`config.mk`:
```
export PLATFORM = sky130hd
export DESIGN_NAME = adjacency_graph_component_counter
export DESIGN_NICKNAME = d
export VERILOG_FILES = /design/src/rtl/core/agcc_pkg.sv /design/src/rtl/core/agcc_cell.sv /design/src/rtl/core/adjacency_graph_component_counter.sv
export SDC_FILE = /design/constraint.sdc
export NUM_CORES = 1
export LEC_CHECK = 0
export BUFFER_PORTS_ARGS = -buffer_cell sky130_fd_sc_hd__buf_2
export CELL_PAD_IN_SITES_DETAIL_PLACEMENT = 0
export CELL_PAD_IN_SITES_GLOBAL_PLACEMENT = 1
export CORE_AREA = 2 2 279 171
export CTS_CLUSTER_SIZE = 8
export DETAILED_ROUTE_END_ITERATION = 7
export DIE_AREA = 0 0 281 173
export PLACE_DENSITY = 0.79
export RECOVER_POWER = 100
export SLEW_MARGIN = 0
export SYNTH_ARGS = -nofsm -noshare
export SYNTH_HDL_FRONTEND = slang
export SYNTH_HIERARCHICAL = 1
export SYNTH_SLANG_ARGS = --single-unit
```
`constraint.sdc`:
```
create_clock -name clk -period 10.1 [get_ports clk]
set_input_delay 0.505 -clock clk [delete_from_list [all_inputs] [get_ports clk]]
set_output_delay 0.505 -clock clk [all_outputs]
set_load 0.02 [all_outputs]
```
`src/rtl/core/agcc_pkg.sv`:
```
package agcc_pkg;

  // Node indices are fixed at four bits by the command format.
  localparam int MAX_NODES = 16;
  localparam int IDX_W     = 4;
  localparam int CNT_W     = 5;
  localparam int CMD_W     = 2;

  localparam logic [CMD_W-1:0] CMD_ADD   = 2'd0;
  localparam logic [CMD_W-1:0] CMD_QUERY = 2'd1;
  localparam logic [CMD_W-1:0] CMD_COUNT = 2'd2;

  typedef logic [MAX_NODES-1:0] node_mask_t;
  typedef logic [IDX_W-1:0]     node_idx_t;

  typedef struct packed {
    logic      wr_en;
    node_idx_t wr_src;
    node_idx_t wr_dst;
    logic      clear_vis;
    logic      set_root;
    node_idx_t root;
    logic      expand;
  } cell_ctrl_t;

endpackage

```
`src/rtl/core/agcc_cell.sv`:
```
module agcc_cell (
  input  logic                clk,
  input  logic                rst_n,
  input  agcc_pkg::node_idx_t cell_idx,
  input  agcc_pkg::cell_ctrl_t ctrl,
  input  agcc_pkg::node_mask_t in_use,
  input  agcc_pkg::node_mask_t reach_in,
  input  agcc_pkg::node_mask_t acc_in,
  output agcc_pkg::node_mask_t acc_out,
  output agcc_pkg::node_mask_t row,
  output logic                vis
);

  agcc_pkg::node_mask_t row_r, row_nxt;
  logic                 vis_r, vis_nxt;

  always_comb begin
    row_nxt = row_r;
    if (ctrl.wr_en && (ctrl.wr_src == cell_idx)) begin
      row_nxt[ctrl.wr_dst] = 1'b1;
    end
  end

  always_comb begin
    vis_nxt = vis_r;
    if (ctrl.clear_vis) begin
      vis_nxt = 1'b0;
    end else if (ctrl.set_root && (ctrl.root == cell_idx)) begin
      vis_nxt = 1'b1;
    end else if (ctrl.expand && reach_in[cell_idx]) begin
      vis_nxt = 1'b1;
    end
  end

  always_ff @(posedge clk) begin
    if (!rst_n) begin
      row_r <= '0;
      vis_r <= 1'b0;
    end else begin
      row_r <= row_nxt;
      vis_r <= vis_nxt;
    end
  end

  // A visited node adds its in-use successors to the mask passed down the row.
  assign acc_out = acc_in | (vis_r ? (row_r & in_use) : '0);
  assign row     = row_r;
  assign vis     = vis_r;

endmodule

```
`src/rtl/core/adjacency_graph_component_counter.sv`:
```
// Graph component counter over a 16-node directed adjacency bit matrix.
// in_tdata carries a command: add edge, query edge or count walk roots.
// Every input beat yields exactly one out_tdata beat. ok is 1 for a stored
// edge, a present edge, or a finished count; root_count is nonzero only
// for a count. cfg_data sets the number of nodes in use; write it only while the
// block is idle, the block itself does not enforce it; values above 16 act as 16.
// Add, query and the unused command give their result in the cycle after the
// input beat. A count sweeps candidate roots one per cycle, pausing while a root
// is expanded; for each new root it grows the visited set once per cycle through
// the row of node cells until it stops changing. One command is in flight at a time.
// The result sits in an output register; the next input beat is taken while
// that result is being accepted. If the receiver stalls, in_tready stays low
// until the result register is free.
// Reset clears the matrix and visited marks and sets the node count to 16.
module adjacency_graph_component_counter (
  input  logic       clk,
  input  logic       rst_n,
  input  logic       in_tvalid,
  output logic       in_tready,
  input  logic [15:0] in_tdata,   // [1:0] cmd, [5:2] source_node, [9:6] target_node
  output logic       out_tvalid,
  input  logic       out_tready,
  output logic [7:0] out_tdata,   // [0] ok, [5:1] root_count
  input  logic       cfg_valid,
  output logic       cfg_ready,
  input  logic [4:0] cfg_data     // [4:0] node_count
);

  localparam int N = agcc_pkg::MAX_NODES;
  localparam logic [1:0] ST_IDLE   = 2'd0;
  localparam logic [1:0] ST_SCAN   = 2'd1;
  localparam logic [1:0] ST_EXPAND = 2'd2;
  localparam logic [1:0] ST_DONE   = 2'd3;

  logic [1:0]                     st_r, st_nxt;
  logic [agcc_pkg::CNT_W-1:0]     node_count_r, node_count_nxt;
  logic [agcc_pkg::CNT_W-1:0]     r_r, r_nxt;
  logic [agcc_pkg::CNT_W-1:0]     roots_r, roots_nxt;
  logic                           out_valid_r, out_valid_nxt;
  logic                           out_ok_r, out_ok_nxt;
  logic [agcc_pkg::CNT_W-1:0]     out_roots_r, out_roots_nxt;

  logic [agcc_pkg::CMD_W-1:0]     cmd;
  agcc_pkg::node_idx_t            src, dst;
  logic [agcc_pkg::CNT_W-1:0]     n_act;
  agcc_pkg::node_mask_t           in_use;
  agcc_pkg::node_mask_t           acc [N+1];
  agcc_pkg::node_mask_t           rows [N];
  agcc_pkg::node_mask_t           vis_vec;
  agcc_pkg::node_mask_t           reach;
  agcc_pkg::cell_ctrl_t           ctrl;
  logic                           accept, slot_free, in_range, present;

  assign cmd = in_tdata[1:0];
  assign src = in_tdata[5:2];
  assign dst = in_tdata[9:6];

  assign n_act = (node_count_r > agcc_pkg::CNT_W'(N)) ? agcc_pkg::CNT_W'(N) : node_count_r;

  always_comb begin
    for (int i = 0; i < N; i++) begin
      in_use[i] = (agcc_pkg::CNT_W'(i) < n_act);
    end
  end

  assign acc[0] = '0;

  for (genvar g = 0; g < N; g++) begin : g_cell
    agcc_cell u_cell (
      .clk      (clk),
      .rst_n    (rst_n),
      .cell_idx (agcc_pkg::IDX_W'(g)),
      .ctrl     (ctrl),
      .in_use   (in_use),
      .reach_in (reach),
      .acc_in   (acc[g]),
      .acc_out  (acc[g+1]),
      .row      (rows[g]),
      .vis      (vis_vec[g])
    );
  end

  assign reach = acc[N];

  assign slot_free = !out_valid_r || out_tready;
  assign in_tready = (st_r == ST_IDLE) && slot_free;
  assign accept    = in_tvalid && in_tready;
  assign in_range  = ({1'b0, src} < n_act) && ({1'b0, dst} < n_act);
  assign present   = rows[src][dst];
  assign cfg_ready = 1'b1;

  always_comb begin
    st_r_hold:
    begin
      st_nxt        = st_r;
      r_nxt         = r_r;
      roots_nxt     = roots_r;
      out_valid_nxt = out_tready ? 1'b0 : out_valid_r;
      out_ok_nxt    = out_ok_r;
      out_roots_nxt = out_roots_r;
      node_count_nxt = cfg_valid ? cfg_data : node_count_r;
      ctrl          = '0;
      ctrl.wr_src   = src;
      ctrl.wr_dst   = dst;
      ctrl.root     = r_r[agcc_pkg::IDX_W-1:0];
    end
    case (st_r)
      ST_IDLE: begin
        if (accept) begin
          out_valid_nxt = 1'b1;
          out_roots_nxt = '0;
          case (cmd)
            agcc_pkg::CMD_ADD: begin
              out_ok_nxt = in_range && !present && (src != dst);
              ctrl.wr_en = in_range && !present && (src != dst);
            end
            agcc_pkg::CMD_QUERY: begin
              out_ok_nxt = in_range && present;
            end
            agcc_pkg::CMD_COUNT: begin
              out_valid_nxt  = 1'b0;
              ctrl.clear_vis = 1'b1;
              r_nxt          = '0;
              roots_nxt      = '0;
              st_nxt         = ST_SCAN;
            end
            default: begin
              out_ok_nxt = 1'b0;
            end
          endcase
        end
      end
      ST_SCAN: begin
        if (r_r >= n_act) begin
          st_nxt = ST_DONE;
        end else if (!vis_vec[r_r[agcc_pkg::IDX_W-1:0]]) begin
          ctrl.set_root = 1'b1;
          roots_nxt     = roots_r + 1'b1;
          st_nxt        = ST_EXPAND;
        end else begin
          r_nxt = r_r + 1'b1;
        end
      end
      ST_EXPAND: begin
        // Grow the visited set until a pass through the cells adds nothing.
        ctrl.expand = 1'b1;
        if ((reach & ~vis_vec) == '0) begin
          r_nxt  = r_r + 1'b1;
          st_nxt = ST_SCAN;
        end
      end
      ST_DONE: begin
        if (slot_free) begin
          out_valid_nxt = 1'b1;
          out_ok_nxt    = 1'b1;
          out_roots_nxt = roots_r;
          st_nxt        = ST_IDLE;
        end
      end
      default: begin
        st_nxt = ST_IDLE;
      end
    endcase
  end

  always_ff @(posedge clk) begin
    if (!rst_n) begin
      st_r         <= ST_IDLE;
      node_count_r <= agcc_pkg::CNT_W'(N);
      out_valid_r  <= 1'b0;
      r_r          <= '0;
      roots_r      <= '0;
    end else begin
      st_r         <= st_nxt;
      node_count_r <= node_count_nxt;
      out_valid_r  <= out_valid_nxt;
      r_r          <= r_nxt;
      roots_r      <= roots_nxt;
    end
  end

  always_ff @(posedge clk) begin
    out_ok_r    <= out_ok_nxt;
    out_roots_r <= out_roots_nxt;
  end

  assign out_tvalid = out_valid_r;
  assign out_tdata  = {2'b00, out_roots_r, out_ok_r};

endmodule
```
; Word-level counts from Yosys, hierarchy flattened
; Cells that the tools add are included.
[totals]
register_bits = 296
input_bits = 26
output_inout_bits = 11
word_cells = 345
[op_classes]
n_addsub = 2
order_cmp = 24
n_eq_ne = 45
muxes = 96
n_bitwise = 51
reduce_logical = 88
[op_table]
columns = op, count
row1 = $or A16 B16 Y16, 31
row2 = $mux W16, 18
row3 = $and A16 B16 Y16, 17
row4 = $bmux W16 S4, 1
row5 = $eq A4 B4 Y1 const B, 16
row6 = $logic_and A1 B1 Y1, 55
row7 = $mux W1, 51
row8 = $mux W5, 10
row9 = $lt A4 B5 Y1 const A, 8
row10 = $reduce_bool A2 Y1, 18
row11 = $eq A4 B3 Y1 const B, 8
row12 = $lt A3 B5 Y1 const A, 4
row13 = $pmux W5 S2, 2
row14 = $eq A4 B2 Y1 const B, 4
row15 = $logic_not A16 Y1, 1
row16 = $not A16 Y16, 1
row17 = $pmux W5 S3, 1
row18 = $ne A2 B2 Y1 const B, 7
row19 = $mux W2, 6
row20 = $add A5 B1 Y5 const B, 2
row21 = $lt A1 B5 Y1 const A, 2
row22 = $lt A2 B5 Y1 const A, 2
row23 = $lt A4 B5 Y1, 2
row24 = $lt A4 B5 Y1 const B, 2
row25 = other kinds (27), 37

; Logic depth before layout (Yosys ltp)
[logic_depth]
ltp_word = 24
ltp_mapped = 28

; By module
; Netlist, hierarchy kept.
[by_module_without_submodules]
columns = mod, instances, cells_per_inst, area_each_um2, seq_area_each_um2
row1 = agcc_cell at g_cell[0].u_cell ..., 15, 111, 1099.8, 340.3
row2 = adjacency_graph_component_counter, 1, 424, 4320.4, 540.5
row3 = agcc_cell at g_cell[9].u_cell, 1, 114, 1114.8, 340.3

; Worst setup path after synthesis
; No wires, ideal clock.
[synth_timing]
path_kind = reg-to-reg
startpoint = reg node_count_r[4] in the netlist's numbering
endpoint = reg r_r[2] in the netlist's numbering
setup_ps = 115
t_arrival_ps = 6353
required_ps = 9985
path_slack_ps = 3632
path_stages_with_launch = 29
period_less_slack_ps = 6468
path_cell_list = dfxtp_1 > inv_1 > nand2_1 > nor2_1 > inv_1 > or2_2 > a31o_2 > a31o_2 > a31o_2 > a31o_2 > a31o_2 > a31o_2 > a31o_2 > a31o_2 > a31o_2 > a31o_2 > a31o_2 > a31o_2 > a31o_2 > a31o_2 > a31o_2 > a31o_2 > nor2b_1 > a2111oi_0 > nand4_1 > and2_1 > a2111oi_4 > a21boi_0 > o21a_1
[synth_between]
elab_chain_len = 24
word_cells_on_any_way = 71
classes_between = order compare (18) / eq/ne (2) / mux (17) / bitwise (32) / reduce/logical (2)
[synth_rtl]
columns = item, line_no
row1 = "start, declared", adjacency_graph_component_counter.sv:36  ; logic [agcc_pkg::CNT_W-1:0] node_count_r, node_count_nxt;
row2 = "start signal, assigned", adjacency_graph_component_counter.sv:169  ; node_count_r <= agcc_pkg::CNT_W'(N);
row3 = "start signal, assigned", adjacency_graph_component_counter.sv:175  ; node_count_r <= node_count_nxt;
row4 = $gt A5 B5 Y1, adjacency_graph_component_counter.sv:58  ; assign n_act = (node_count_r > agcc_pkg::CNT_W'(N)) ? agcc_pkg::CNT_W'(N) : node_count_r;
row5 = $mux W5 *, adjacency_graph_component_counter.sv:58
row6 = $lt A3 B5 Y1 *, adjacency_graph_component_counter.sv:62  ; in_use[i] = (agcc_pkg::CNT_W'(i) < n_act);
row7 = named net in_use[7], adjacency_graph_component_counter.sv:46  ; agcc_pkg::node_mask_t in_use;
row8 = $and A16 B16 Y16, agcc_cell.sv:46  ; assign acc_out = acc_in | (vis_r ? (row_r & in_use) : '0);
row9 = $mux W16, agcc_cell.sv:46
row10 = $or A16 B16 Y16 (14 in series), agcc_cell.sv:46
row11 = $or A16 B16 Y16 *, agcc_cell.sv:46
row12 = $and A16 B16 Y16 *, adjacency_graph_component_counter.sv:147  ; if ((reach & ~vis_vec) == '0) begin
row13 = $logic_not A16 Y1 *, adjacency_graph_component_counter.sv:147
row14 = $ne A2 B2 Y1 (no source line) *, -
row15 = $reduce_and A6 Y1 (no source line) *, -
row16 = "end signal, assigned", adjacency_graph_component_counter.sv:177  ; r_r <= r_nxt;
row17 = "end, declared", adjacency_graph_component_counter.sv:37  ; logic [agcc_pkg::CNT_W-1:0] r_r, r_nxt;
; The timed path passes the listed nets; every way through them passes the cells marked *.
; A chain may end at the register's enable or synchronous reset.

; Worst setup path in the final report
; Same ends and word-level chain as after synthesis.

==> metrics.txt <==
most frequent cell after synthesis dfxtp_1; share of cells above drive strength 1 22.41%; CP Max Fanout 20; post-synthesis sequential area ratio 27.29%; CTS clk-pin slew, worst paths 0.05 ns; Psw 1227 µW; outcome finished, violations left; CORE AREA 0.04587 mm²; YS warnings 6; number of global-route vias before repair 18,234; Post-CTS Setup Inserts 0; Placed Area 0.02231 mm²; via count 19,592; I/O pins 37; PortBufs 27; # clock sinks 296; total grt overflow 0; post-route clock period utilization 90.28%; later-pin clock latency in the skew report 0.56 ns; Die Width 281 µm; met1 Track Usage GR 47.61%; Internal 2285 µW; H-tree levels 2; clock root cell clkbuf_16; cells after synthesis 2,203; failing checks max-capacitance violations, max-slew violations; crit path capture type register; Final Skew 0.01911 ns; Synth Flop Type dfxtp_1; wire per inst 27.90 µm; DRT Pass-1 Iters 6; fill count 4,268; Clk network pwr share 38.0%; pwr dens 149.8 mW/mm²; HP Class input pin to register; grt met2 use 43.69%; hold buffer count at CTS 0; Hold WS 0.2152 ns; setup TNS 0 ns; TritonCTS buffer count 43; Routed WL 80,850 µm; pin count of the biggest net entering global routing 123; Worst EP arrival 9.53 ns; DP HPWL 56,740 µm; Commonest cells post-synth dfxtp_1 (290), o21a_1 (262), a31o_2 (257), nor4_1 (251), nand2_1 (88); Max IR drop VDD 0.1326 mV; Post-DRT Antenna Nets 0; Initial DRC Count 2,466; die area 0.04861 mm²; ys async rst share 0%; row cnt 61; slowest cell on the critical path or2_0; WP data required 10.51 ns; Nets 2,303; Synth area leader dfxtp_1; DRC Markers 0; synthesized area per cell 9.956 µm²; post-route insts no fill 2,898; PostCTS Resize Cnt 0; die height 173 µm; worst setup path class register to register; TritonCTS clock tree yes; layer with the highest usage met1; initial antenna violation count 2; max incr delay on CP 0.72 ns; synth unique cells 72; GPL Wtd Cong 0.9279; first-pass GRT wire length 119,000 µm; Post-synth EDFFs 6; worst slew pin tran 5.895 ns; fin crit period 9.119 ns; Util after Layout 51.09%; Fmax achieved 109.7 MHz; Seq cells post-synth 296; DR vias/cell 6.761; Slew headroom -293.0%; cell mode on critical path a31o_2; setup violators final 0; Synth area leaders dfxtp_1 (26%), a31o_2 (10%), o21a_1 (9.0%); Initial Util 47.81%; Yosys top cell area share 26.47%; Max Slew Vio Count 254; final hold viol count 0; Sw Share 34.93%; Critical Path Source Type register; R2R Setup Slk 0.98 ns; fin area 0.02343 mm²; area delta synth->final 6.846%; Max-Cap Viols 3; Gate power share 25.4%; All-Layer GR Usage 32.50%; Cell Area, Synth 0.02193 mm²; CTS max path bufs 3; Placed Cells 2,845; Leakage 0.008369 µW; RSZ-0062 raised after global routing no; M3 GR Usage 13.48%; Sequential Power Share 36.7%
## layout make-up
type / count / area [µm²] / area share [%]
Sequential cell: 296 / 5986 / 25.54
Inverter: 36 / 135.1 / 0.5766
Tap cell: 630 / 788.3 / 3.364
Clock inverter: 3 / 32.53 / 0.1388
Multi-Input combinational cell: 1817 / 14950 / 63.79
Clock buffer: 49 / 1130 / 4.821
Timing Repair Buffer: 66 / 410.4 / 1.751
Antenna cell: 1 / 2.502 / 0.01068
## cell families after synthesis
kind of cell / share of synthesized area, %
DFF: 27.29
other: 0.03424
adders and majority gates: 0.9698
buffers and inverters: 6.726
muxes: 14.52
AOI/OAI and AO/OA: 25.00
xor gates and xnor gates: 7.000
and+or+nand+nor: 18.46
## critical path, delay by kind of cell, from the launching register on
family,cells,cell delay [ns]
AOI/OAI and AO/OA,20,4.90
and+or+nand+nor,6,1.96
buffers and inverters,4,1.51
DFF,1,0.58
## per-stage QoR
stage,worst slack [ns],total power [µW]
global route,0.7525,3620
global placement,2.027,2147
CTS,1.856,3479
detailed placement,1.887,2159
floorplan,3.632,1900
finish,0.9813,3511
## layer usage
metal / routed length [µm] / part of all wire (%) / up-vias
li1: - / - / 8748
met1: 35320 / 44 / 9513
met2: 31900 / 39 / 1179
met3: 11820 / 15 / 152
met4: 1803 / 2.2 / 0
met5: 0 / 0 / -
## state kept, by name, indices dropped and copies added (netlist names), 2 cells and up
| signal | count |
|---|---|
| roots_r | 5 |
| out_roots_r | 5 |
| node_count_r | 5 |
| r_r | 5 |
| g_cell.u_cell/row | 256 |
| st_r | 2 |
| g_cell.u_cell/vis | 16 |
## cells in the final DEF, fill, tap and decap left out, drive strengths merged, types with 6 or more instances in the layout
master,netlist,final
nor4,252,252
nand2,89,89
o2111ai,19,19
and2,7,7
or2,35,35
mux2i,73,73
nor2,19,19
o21a,262,262
conb,2,131
o211ai,21,21
clkbuf,77,61
xor2,48,48
nor2b,38,38
nand2b,80,80
o21ai,19,19
inv,36,37
dfxtp,290,290
a21oi,33,33
nand4b,16,16
a2111oi,6,6
a31oi,19,19
nor3,25,25
o311ai,17,17
mux2,9,9
o22ai,24,24
buf,106,54
xnor2,87,87
nor4b,17,17
a31o,257,257
edfxtp,6,6
nand3,59,59
mux4,96,96
ha,17,17
## worst paths after layout
path | startpoint | depth (start not counted) | endpoint
setup / recovery | node_count_r[4] | 30 | r_r[2]
hold / removal | cfg_data[1] | 3 | node_count_r[1]
setup reg to reg | node_count_r[4] | 30 | r_r[2]
hold reg to reg | g_cell[9].u_cell/row[15] | 1 | g_cell[9].u_cell/row[15]
## power groups by stage
stage	combinational, µW	clock (µW)	sequential [µW]
2_1_floorplan	620	0	1280
3_3_place_gp	843	0	1300
3_5_place_dp	857	0	1300
4_1_cts	859	1340	1280
5_1_grt	939	1400	1290
6_report	891	1330	1290
(Power assumes the default switching activity.)
